==> src/hdl/tcff_pkg.sv <==
`timescale 1ns / 1ps
`default_nettype none
// ----------------------------------------------------------------------------
// tcff_pkg
// Shared types and constants for the trace control-flow fixup block.
// ----------------------------------------------------------------------------
package tcff_pkg;

    // Beat kind carried on tuser
    typedef enum logic {
        OP_RECORD = 1'b0,
        OP_END    = 1'b1
    } tcff_op_t;

    // Configuration register indexes
    localparam int unsigned REG_FIX_TARGET = 0;
    localparam int unsigned REG_MARK_LAST  = 1;
    localparam int unsigned CFG_ADDR_W     = 3;
    localparam int unsigned CFG_DATA_W     = 32;

    // Address steps used to judge the fall-through path
    localparam logic [63:0] PC_STEP_SHORT = 64'd2;
    localparam logic [63:0] PC_STEP_LONG  = 64'd4;
    localparam logic [64:0] SIZE_GAP_MAX  = 65'd8;

    // Instruction record; first member is the top of tdata, pc sits at bit 0
    typedef struct packed {
        logic [63:0] flow_target;
        logic        flow_change;
        logic [63:0] branch_target;
        logic        target_valid;
        logic        taken;
        logic        is_branch;
        logic [3:0]  size;
        logic [63:0] pc;
    } tcff_rec_t;

    localparam int unsigned REC_W = $bits(tcff_rec_t);

    // Live configuration
    typedef struct packed {
        logic fix_target_mismatch;
        logic mark_last_on_end;
    } tcff_cfg_t;

endpackage : tcff_pkg
`default_nettype wire

==> src/hdl/tcff_cfg_regs.sv <==
`timescale 1ns / 1ps
`default_nettype none
// ----------------------------------------------------------------------------
// tcff_cfg_regs
// APB register file holding the two fixup control bits.
// ----------------------------------------------------------------------------
module tcff_cfg_regs
    import tcff_pkg::*;
(
    input  wire logic                  aclk,
    input  wire logic                  aresetn,
    input  wire logic                  psel,
    input  wire logic                  penable,
    input  wire logic                  pwrite,
    input  wire logic [CFG_ADDR_W-1:0] paddr,
    input  wire logic [CFG_DATA_W-1:0] pwdata,
    output logic      [CFG_DATA_W-1:0] prdata,
    output logic                       pready,
    output tcff_cfg_t                  cfg
);

    logic      wr_en;
    logic      reg_idx;
    tcff_cfg_t cfg_reg;
    tcff_cfg_t cfg_next;

    assign pready  = 1'b1;
    assign wr_en   = psel && penable && pwrite && pready;
    assign reg_idx = paddr[2];

    // Decode a write into the addressed bit
    always_comb begin
        cfg_next = cfg_reg;
        if (wr_en) begin
            unique case (reg_idx)
                1'(REG_FIX_TARGET): cfg_next.fix_target_mismatch = pwdata[0];
                1'(REG_MARK_LAST):  cfg_next.mark_last_on_end    = pwdata[0];
                default:            cfg_next = cfg_reg;
            endcase
        end
    end

    always_ff @(posedge aclk) begin
        if (!aresetn) begin
            cfg_reg.fix_target_mismatch <= 1'b0;
            cfg_reg.mark_last_on_end    <= 1'b1;
        end else begin
            cfg_reg <= cfg_next;
        end
    end

    // Read back the addressed bit
    always_comb begin
        prdata = '0;
        unique case (reg_idx)
            1'(REG_FIX_TARGET): prdata[0] = cfg_reg.fix_target_mismatch;
            1'(REG_MARK_LAST):  prdata[0] = cfg_reg.mark_last_on_end;
            default:            prdata    = '0;
        endcase
    end

    assign cfg = cfg_reg;

endmodule : tcff_cfg_regs
`default_nettype wire

==> src/hdl/tcff_repair.sv <==
`timescale 1ns / 1ps
`default_nettype none
// ----------------------------------------------------------------------------
// tcff_repair
// Repairs the held record against the next PC: size, target, flow change.
// ----------------------------------------------------------------------------
module tcff_repair
    import tcff_pkg::*;
(
    input  wire tcff_rec_t    held,
    input  wire logic  [63:0] next_pc,
    input  wire logic         fix_target_mismatch,
    output tcff_rec_t         fixed,
    output logic       [63:0] next_pc_eff
);

    logic        taken_br;
    logic        odd_fix;
    logic [64:0] pc_plus4;
    logic [63:0] pc_plus2;
    logic [64:0] gap;
    logic        gap_ok;
    logic        near;

    assign taken_br = held.is_branch && held.taken;
    assign odd_fix  = !held.is_branch && next_pc[0];

    // Fall-through candidates and the forward gap, all in parallel
    assign pc_plus4 = {1'b0, held.pc} + {1'b0, PC_STEP_LONG};
    assign pc_plus2 = held.pc + PC_STEP_SHORT;
    assign gap      = {1'b0, next_pc} - {1'b0, held.pc};

    assign next_pc_eff = odd_fix ? pc_plus4[63:0] : next_pc;

    // Odd fix lands on PC+4: a valid gap unless the add wrapped
    always_comb begin
        if (odd_fix) begin
            gap_ok = !pc_plus4[64];
            near   = 1'b1;
        end else begin
            gap_ok = !gap[64] && (gap != '0) && (gap <= SIZE_GAP_MAX);
            near   = (next_pc == pc_plus2) || (next_pc == pc_plus4[63:0]);
        end
    end

    always_comb begin
        fixed = held;
        // Size from the forward gap
        if (!taken_br && gap_ok) begin
            fixed.size = odd_fix ? PC_STEP_LONG[3:0] : gap[3:0];
        end
        // Target and flow change
        if (taken_br) begin
            if (!held.target_valid) begin
                fixed.branch_target = next_pc;
                fixed.target_valid  = 1'b1;
            end else if (fix_target_mismatch && (held.branch_target != next_pc)) begin
                fixed.branch_target = next_pc;
                fixed.flow_change   = 1'b1;
                fixed.flow_target   = next_pc;
            end
        end else if (!near) begin
            fixed.flow_change = 1'b1;
            fixed.flow_target = next_pc_eff;
        end
    end

endmodule : tcff_repair
`default_nettype wire

==> src/hdl/trace_control_flow_fixup_core.sv <==
`timescale 1ns / 1ps
`default_nettype none
// ----------------------------------------------------------------------------
// trace_control_flow_fixup_core
// Holds one trace record back and repairs it with the PC of the next one.
// ----------------------------------------------------------------------------
// Usage:
//   s_* carries trace beats: tuser = 0 for an instruction record, 1 for end of
//   trace. m_* carries repaired records; m_tlast marks the flush caused by an
//   end beat. The APB port sets fix_target_mismatch (0x0) and
//   mark_last_on_end (0x4).
//   The first record after reset or a flush is only held. Each later record
//   pushes out the held one, repaired, on m_* in the cycle after its beat.
//   An end beat flushes the held record when mark_last_on_end is set.
//   Throughput is one beat per cycle: the repair is a single pass of
//   64-bit compares and adds between the held register and the output
//   register, and s_tready stays high while the output register is empty
//   or being drained in the same cycle.
//   When the receiver stalls with a result waiting, s_tready drops until
//   m_tready returns; nothing is lost.
//   Reset clears the held record and the output register and restores the
//   register defaults (fix 0, mark last 1).
// ----------------------------------------------------------------------------
module trace_control_flow_fixup_core
    import tcff_pkg::*;
(
    input  wire logic                  aclk,
    input  wire logic                  aresetn,
    // Input: {flow_target_in, flow_change_in, branch_target, target_valid,
    //         branch_taken, is_branch, inst_size, pc} from bit 0 = pc
    input  wire logic                  s_tvalid,
    output logic                       s_tready,
    input  wire logic [REC_W-1:0]      s_tdata,
    // tuser: operation
    input  wire logic                  s_tuser,
    // Output: from bit 0: out_pc, out_size, out_is_branch, out_taken,
    //         out_target_valid, out_branch_target, flow_change, flow_target
    output logic                       m_tvalid,
    input  wire logic                  m_tready,
    output logic      [REC_W-1:0]      m_tdata,
    // tlast: last_in_trace
    output logic                       m_tlast,
    // APB configuration
    input  wire logic                  psel,
    input  wire logic                  penable,
    input  wire logic                  pwrite,
    input  wire logic [CFG_ADDR_W-1:0] paddr,
    input  wire logic [CFG_DATA_W-1:0] pwdata,
    output logic      [CFG_DATA_W-1:0] prdata,
    output logic                       pready
);

    tcff_cfg_t cfg;
    tcff_rec_t in_rec;
    tcff_rec_t fixed_rec;
    logic [63:0] next_pc_eff;
    logic      s_acc;
    logic      is_end;
    logic      emit;

    logic      held_valid_reg;
    tcff_rec_t held_reg;
    tcff_rec_t held_next;
    logic      out_valid_reg;
    tcff_rec_t out_reg;
    logic      out_last_reg;

    tcff_cfg_regs u_cfg (
        .aclk    (aclk),
        .aresetn (aresetn),
        .psel    (psel),
        .penable (penable),
        .pwrite  (pwrite),
        .paddr   (paddr),
        .pwdata  (pwdata),
        .prdata  (prdata),
        .pready  (pready),
        .cfg     (cfg)
    );

    assign in_rec = tcff_rec_t'(s_tdata);
    assign is_end = (tcff_op_t'(s_tuser) == OP_END);

    tcff_repair u_repair (
        .held                (held_reg),
        .next_pc             (in_rec.pc),
        .fix_target_mismatch (cfg.fix_target_mismatch),
        .fixed               (fixed_rec),
        .next_pc_eff         (next_pc_eff)
    );

    // Accept whenever the output register is free or draining
    assign s_tready = !out_valid_reg || m_tready;
    assign s_acc    = s_tvalid && s_tready;
    assign emit     = s_acc && held_valid_reg && (!is_end || cfg.mark_last_on_end);

    // Held record: replace on a record, drop on a flushing end beat
    always_ff @(posedge aclk) begin
        if (!aresetn) begin
            held_valid_reg <= 1'b0;
        end else if (s_acc) begin
            if (!is_end) begin
                held_valid_reg <= 1'b1;
            end else if (cfg.mark_last_on_end) begin
                held_valid_reg <= 1'b0;
            end
        end
    end

    // New held record takes the corrected PC when one was held
    always_comb begin
        held_next    = in_rec;
        held_next.pc = held_valid_reg ? next_pc_eff : in_rec.pc;
    end

    always_ff @(posedge aclk) begin
        if (s_acc && !is_end) begin
            held_reg <= held_next;
        end
    end

    // Output register: load on emit, clear once taken
    always_ff @(posedge aclk) begin
        if (!aresetn) begin
            out_valid_reg <= 1'b0;
        end else if (emit) begin
            out_valid_reg <= 1'b1;
        end else if (m_tready) begin
            out_valid_reg <= 1'b0;
        end
    end

    always_ff @(posedge aclk) begin
        if (emit) begin
            out_reg      <= is_end ? held_reg : fixed_rec;
            out_last_reg <= is_end;
        end
    end

    assign m_tvalid = out_valid_reg;
    assign m_tdata  = out_reg;
    assign m_tlast  = out_last_reg;

    // A record beat always leaves something held
    a_record_holds: assert property (@(posedge aclk) disable iff (!aresetn)
        (s_acc && !is_end) |=> held_valid_reg)
        else $error("record beat left nothing held");

    // A flushing end beat empties the hold and shows a last result
    a_flush_last: assert property (@(posedge aclk) disable iff (!aresetn)
        (s_acc && is_end && held_valid_reg && cfg.mark_last_on_end)
            |=> (!held_valid_reg && m_tvalid && m_tlast))
        else $error("flush did not produce a last beat");

    // A record pushing out a held one yields a non-last result
    a_push_not_last: assert property (@(posedge aclk) disable iff (!aresetn)
        (s_acc && !is_end && held_valid_reg) |=> (m_tvalid && !m_tlast))
        else $error("repaired record missing or marked last");

    // Nothing is emitted from an empty hold
    a_no_empty_emit: assert property (@(posedge aclk) disable iff (!aresetn)
        (s_acc && !held_valid_reg && !(m_tvalid && !m_tready)) |=> !m_tvalid)
        else $error("result emitted with nothing held");

endmodule : trace_control_flow_fixup_core
`default_nettype wire

==> config.mk <==
export PLATFORM = sky130hd
export DESIGN_NAME = trace_control_flow_fixup_core
export DESIGN_NICKNAME = d
export VERILOG_FILES = /design/src/hdl/tcff_pkg.sv /design/src/hdl/tcff_cfg_regs.sv /design/src/hdl/tcff_repair.sv /design/src/hdl/trace_control_flow_fixup_core.sv
export SDC_FILE = /design/constraint.sdc
export NUM_CORES = 1
export LEC_CHECK = 0
export BUFFER_PORTS_ARGS = -buffer_cell sky130_fd_sc_hd__buf_2
export CAP_MARGIN = 20
export CORE_ASPECT_RATIO = 2
export CORE_UTILIZATION = 35
export DETAILED_ROUTE_END_ITERATION = 10
export SLEW_MARGIN = 15
export SYNTH_ARGS = -nofsm -noshare
export SYNTH_HDL_FRONTEND = slang
export SYNTH_SLANG_ARGS = --single-unit
==> constraint.sdc <==
create_clock -name aclk -period 26.8 [get_ports aclk]
set_clock_uncertainty 0.15 [all_clocks]
set_input_delay 2.68 -clock aclk [delete_from_list [all_inputs] [get_ports aclk]]
set_output_delay 2.68 -clock aclk [all_outputs]
set_load 0.1 [all_outputs]
# --- After elaboration in Yosys (flattened, before gate mapping) ---
# Index checks and enable logic that the tools add are counted.
totals:
  reg_bits: 405
  in_bits: 243
  output_inout_bits: 236
  word_cells: 74
op_classes:
  n_addsub: 3
  n_lt_le_gt_ge: 1
  n_eq_ne: 4
  n_mux: 18
  bitwise_logic: 1
  n_reduce_logical: 26
ops:
  columns: ["operator", "n"]
  rows:
  - ["65-bit 2-to-1 mux", 4]
  - ["200-bit 2-to-1 mux", 1]
  - ["64-bit 2-to-1 mux", 3]
  - ["129-bit 2-to-1 mux", 1]
  - ["64-bit equality test", 2]
  - ["64-bit by 3-bit adder with 65-bit output (second input constant)", 1]
  - ["65-bit by 4-bit <= comparator with 1-bit output (second input constant)", 1]
  - ["65-bit nonzero test", 1]
  - ["64-bit by 64-bit subtractor with 65-bit output", 1]
  - ["64-bit by 2-bit adder with 64-bit output (second input constant)", 1]
  - ["64-bit inequality test", 1]
  - ["1-bit logical AND", 12]
  - ["4-bit 2-to-1 mux", 2]
  - ["1-bit zero test", 6]
  - ["1-bit 2-to-1 mux", 6]
  - ["2-bit AND reduction", 3]
  - ["1-bit logical OR", 3]
  - ["2-bit by 1-bit inequality test with 1-bit output (second input constant)", 1]
  - ["1-bit case mux with 2 select lines", 1]
  - ["2-bit nonzero test", 1]
  - ["1-bit inverter", 1]

# --- Depth between registers and ports, before layout ---
depth:
  ltp_word: 8
  depth_mapped: 16
  ltp_nobuf: 14

# --- Hierarchy ---
# A second synthesis with hierarchy kept.
hier_totals:
  hier_cells: 2614
  hier_area_um2: 28090.7
by_module_without_submodules:
  columns: ["mod", "instances", "cells_per_inst", "area_per_inst_um2", "seq_area_each_um2"]
  rows:
  - ["trace_control_flow_fixup_core", 1, 705, 15413.5, 12081.6]
  - ["tcff_repair", 1, 1864, 12323.1, 0.0]
  - ["tcff_cfg_regs", 1, 45, 354.1, 40.0]

# --- Worst setup path before layout ---
# OpenSTA, ideal clock, no wires.
synth_path:
  path_type: "input -> register"
  from: "input port m_tready"
  to: "register out_reg, in the netlist m_tdata[0], enable pin"
  arrival_time_ns: 12.071
  slack_ns: 13.814
  cell_stages: 3
  cell_sequence: "nand2b_1 -> nand2_1 -> nor2_1"
synth_via:
  elab_chain_len: 4
synth_rtl:
  columns: ["item", "line", "text"]
  rows:
  - ["from (decl)", "trace_control_flow_fixup_core.sv:39", "input wire logic m_tready,"]
  - ["1-bit logical OR", "trace_control_flow_fixup_core.sv:93", "assign s_tready = !out_valid_reg || m_tready;"]
  - ["1-bit logical AND", "trace_control_flow_fixup_core.sv:94", "assign s_acc = s_tvalid && s_tready;"]
  - ["1-bit logical AND (2 in series)", "trace_control_flow_fixup_core.sv:95", "assign emit = s_acc && held_valid_reg && (!is_end || cfg.mark_last_on_end);"]
  - ["net emit", "trace_control_flow_fixup_core.sv:59", "logic emit;"]
  - ["to (signal assigned)", "trace_control_flow_fixup_core.sv:135", "out_reg <= is_end ? held_reg : fixed_rec;"]
  - ["to (decl)", "trace_control_flow_fixup_core.sv:65", "tcff_rec_t out_reg;"]
# The timed path passes the listed nets, and every way through them passes these cells.
# A chain may end at the register's enable or synchronous reset.

# --- Final worst setup path ---
layout_path:
  from: "input port s_tdata[0]"
  to: "register out_reg, in the netlist m_tdata[67] (data pin)"
layout_via:
  elab_chain_len: 8
layout_rtl:
  columns: ["item", "line", "text"]
  rows:
  - ["from (decl)", "trace_control_flow_fixup_core.sv:33", "input wire logic [REC_W-1:0] s_tdata,"]
  - ["parallel branches: the longest is 6 deep, another holds 64-bit by 64-bit subtractor with 65-bit output", null, null]
  - ["4-bit 2-to-1 mux *", "tcff_repair.sv:49", "if (!taken_br && gap_ok) begin"]
  - ["200-bit 2-to-1 mux *", "trace_control_flow_fixup_core.sv:135", null]
# Every way passes the cells marked *.

==> impl_metrics.sql <==
INSERT INTO impl_metrics (metric_group, metric, value, unit) VALUES
('min_path', 'min_path_type', 'register to register', ''),
('layout', 'layout-area-overhead-vs-synth', '16.6', '%'),
('clock_network', 'total_cts_buffers', '41', ''),
('placement', 'post_place_setup_slack', '18.72', 'ns'),
('timing', 'setup_slack', '19.28', 'ns'),
('power', 'cellLeakagePower', '10.5', 'nW'),
('clock_network', 'clk_pin_slew_worst_paths', '0.07', 'ns'),
('grt', 'first_pass_grt_wire_length', '158000', 'microns'),
('setup_path', 'reg2reg_to', 'm_tdata[163]', ''),
('detailed_routing', 'post-route-drc-count', '0', ''),
('logic_synthesis', 'postSynth.asyncResetShare', '0', '%'),
('logic_synthesis', 'syn-mean-instance-area', '10.7', 'sq um'),
('timing', 'max_freq', '133', 'MHz'),
('placement', 'placedCellCount', '3554', ''),
('setup_path', 'worst_path_max_fanout', '6', ''),
('setup_path', 'regToRegSetupSlack', '20.01', 'ns'),
('layout', 'finish.cell_count_without_fillers', '3632', ''),
('timing', 'fin_crit_share', '28.1', '%'),
('grt', 'antenna_found_initial', '3', ''),
('detailed_routing', 'post_drt_via_cell_ratio', '5.84', ''),
('grt', 'grt_use_total', '31.4', '%'),
('setup_path', 'cp_data_required_time', '26.96', 'ns'),
('placement', 'buffer_ports.inserted', '413', ''),
('timing', 'final-setup-viol-count', '0', ''),
('detailed_routing', 'final_antenna_net_count', '0', ''),
('floorplanning', 'core_area', '0.0706', 'sq mm'),
('power', 'part_of_the_total_power_dissipated_in_sequential_elements', '43.9', '%'),
('power', 'vdd_drop_max', '0.0603', 'mV'),
('setup_path', 'worstSetupEndpointType', 'register', ''),
('floorplanning', 'rows', '138', ''),
('setup_path', 'worst_ep_arrival_time', '7.68', 'ns'),
('power', 'p_per_area', '58.5', 'mW/mm^2'),
('logic_synthesis', 'count_of_cell_types_in_the_netlist', '92', ''),
('min_path', 'hold_path.startpoint', 'held_reg[0]', ''),
('logic_synthesis', 'synth-seq-area-share', '48.6', '%'),
('floorplanning', 'floorplan.die.height', '380', 'microns'),
('detailed_routing', 'drt-total-wl', '115000', 'microns'),
('outcome', 'status', 'complete, no violations', ''),
('logic_synthesis', 'synthesis_stage_register_bit_count', '405', ''),
('job', 'max_cap_viol_count', '0', ''),
('logic_synthesis', 'syn_inst', '2324', ''),
('min_path', 'worst_hold_path_stage_count', '0', ''),
('logic_synthesis', 'synth_edf_count', '401', ''),
('clock_network', 'tritoncts', 'built', ''),
('placement', 'post-dp-hpwl', '93100', 'microns'),
('floorplanning', 'io-pin-count', '479', ''),
('clock_network', 'insertion_delay_of_the_later_clocked_pin_in_the_worst_skew_pair', '0.60', 'ns'),
('floorplanning', 'die_width', '191', 'microns'),
('setup_path', 'cp-start-kind', 'input pin', ''),
('timing', 'timing.final.crit_period', '7.52', 'ns'),
('grt', 'vias_in_the_first_global_route', '21300', ''),
('grt', 'grt_util_met2', '54.2', '%'),
('clock_network', 'cts-hold-fix-buffers', '0', ''),
('grt', 'busiest_layer', 'met2', ''),
('detailed_routing', 'detail_route.wl_per_cell', '31.6', 'microns'),
('floorplanning', 'die_area', '0.0724', 'sq mm'),
('clock_network', 'cts_root_buffer', 'clkbuf_16', ''),
('power', 'pwr-share-comb', '20.9', '%'),
('placement', 'place.gp.congestion', '1.00', ''),
('timing', 'timing.final.max_slew_violations', '0', ''),
('clock_network', 'clkSinkCount', '405', ''),
('grt', 'fraction_of_met1_tracks_used_by_global_routing', '32.5', '%'),
('setup_path', 'ff2ff_path_depth', '12', ''),
('setup_path', 'crit_path_start', 's_tdata[0]', ''),
('logic_synthesis', 'synth.yosys.warnings', '0', ''),
('detailed_routing', 'drt-pass1-iter-count', '7', ''),
('layout', 'share_of_post_route_cells_with_drive_strength_above_1', '24.0', '%'),
('min_path', 'min_delay_worst_endpoint', 'm_tdata[0]', ''),
('power', 'p_clk_share', '35.2', '%'),
('timing', 'final.setup.tns', '0', 'ns'),
('grt', 'groute.layer.met3.usage', '3.74', '%');
## Yosys cell counts (10+ instances only)
master / count / area, sq um
edfxtp_1: 401 / 12000
xnor2_1: 221 / 1940
nand2_1: 179 / 672
nor2_1: 132 / 495
a21oi_1: 129 / 646
o21ai_0: 124 / 621
mux2_2: 108 / 1220
nand4_1: 103 / 644
inv_1: 97 / 364
clkbuf_1: 72 / 270
nand3_1: 69 / 345
ha_1: 66 / 826
xor2_1: 61 / 534
nor3_1: 50 / 250
nor4_1: 43 / 269
buf_4: 37 / 278
buf_2: 32 / 160
a21o_1: 25 / 188
mux2i_1: 21 / 210
a31oi_1: 18 / 113
and4_1: 18 / 158
mux2_1: 16 / 180
o21a_1: 16 / 120
and3_1: 14 / 87.6
o211ai_1: 14 / 105
a2111oi_0: 13 / 114
or3_1: 13 / 81.3
a211oi_1: 12 / 90.1
and2_1: 11 / 68.8
nand2b_1: 11 / 68.8
nor2b_1: 11 / 68.8
o21bai_1: 11 / 82.6
a221o_1: 10 / 100
o2111ai_1: 10 / 87.6
or4_1: 10 / 75.1
## critical path, stage by stage
cell and delay (ns):
buf_2 0.22, inv_1 0.11, ha_1 0.35, fa_1 0.46, nor2b_1 0.14, o2111ai_1 0.27
a2111oi_0 0.74, nor3_1 0.23, o21ai_0 0.29, xnor2_1 0.09, nor4_1 0.36, nand4_1 0.26
nor4_2 0.93, a41o_1 0.42, o31ai_1 0.11
## stage by stage
stage / util [%] / cell area (sq um) / power (W)
after CTS: 41.2 / 29100 / 0.00171
after global placement: 39.3 / 27700 / 0.00111
final: 41.2 / 29100 / 0.00170
after global routing: 41.2 / 29100 / 0.00175
after floorplan: - / 25100 / 0.000994
after detailed placement: 39.3 / 27700 / 0.00111
## kinds of logic after synthesis
logic type / Yosys count / share of synthesized area [%]
XOR/XNOR: 283 / 9.99
multiplexers: 145 / 6.44
buffers and inverters: 246 / 4.52
adder cells (fa/ha/maj): 67 / 3.39
AND/OR/NAND/NOR: 713 / 15.2
other: 2 / 0.0301
flip-flops: 405 / 48.6
AO/OA/AOI/OAI: 463 / 11.9
## area by class of cell
cell class / count / area, sq um
antenna: 2 / 5.00
clock buffer: 44 / 1040
clock inverter: 31 / 309
fill: 6894 / 41500
inverter: 99 / 372
multi-input combinational: 1703 / 11900
sequential: 405 / 12100
tap: 910 / 1140
timing repair buffer: 438 / 2250
## per-layer routing
| metal | vias up | part of all wire, % |
|---|---|---|
| li1 | 9395 | - |
| met1 | 10200 | 34 |
| met2 | 1191 | 50 |
| met3 | 384 | 5.5 |
| met4 | 2 | 11 |
| met5 | - | 0.011 |
## power groups by stage
stage / Clock [W] / Sequential [W] / Combinational, W
detailed placement: 0 / 0.000761 / 0.000352
CTS: 0.000609 / 0.000747 / 0.000354
global placement: 0 / 0.000760 / 0.000351
global route: 0.000626 / 0.000749 / 0.000374
finish: 0.000599 / 0.000748 / 0.000357
floorplan: 0 / 0.000807 / 0.000187
## worst max path at each step
stage	to	slack, ns
after floorplan	m_tdata[0]	13.81
after global placement	m_tdata[67]	18.72
after detailed placement	m_tdata[67]	18.72
after CTS	m_tdata[67]	19.28
after global routing	m_tdata[65]	19.01
final	m_tdata[67]	19.28
Note: power is estimated with default switching activity, not from simulation.
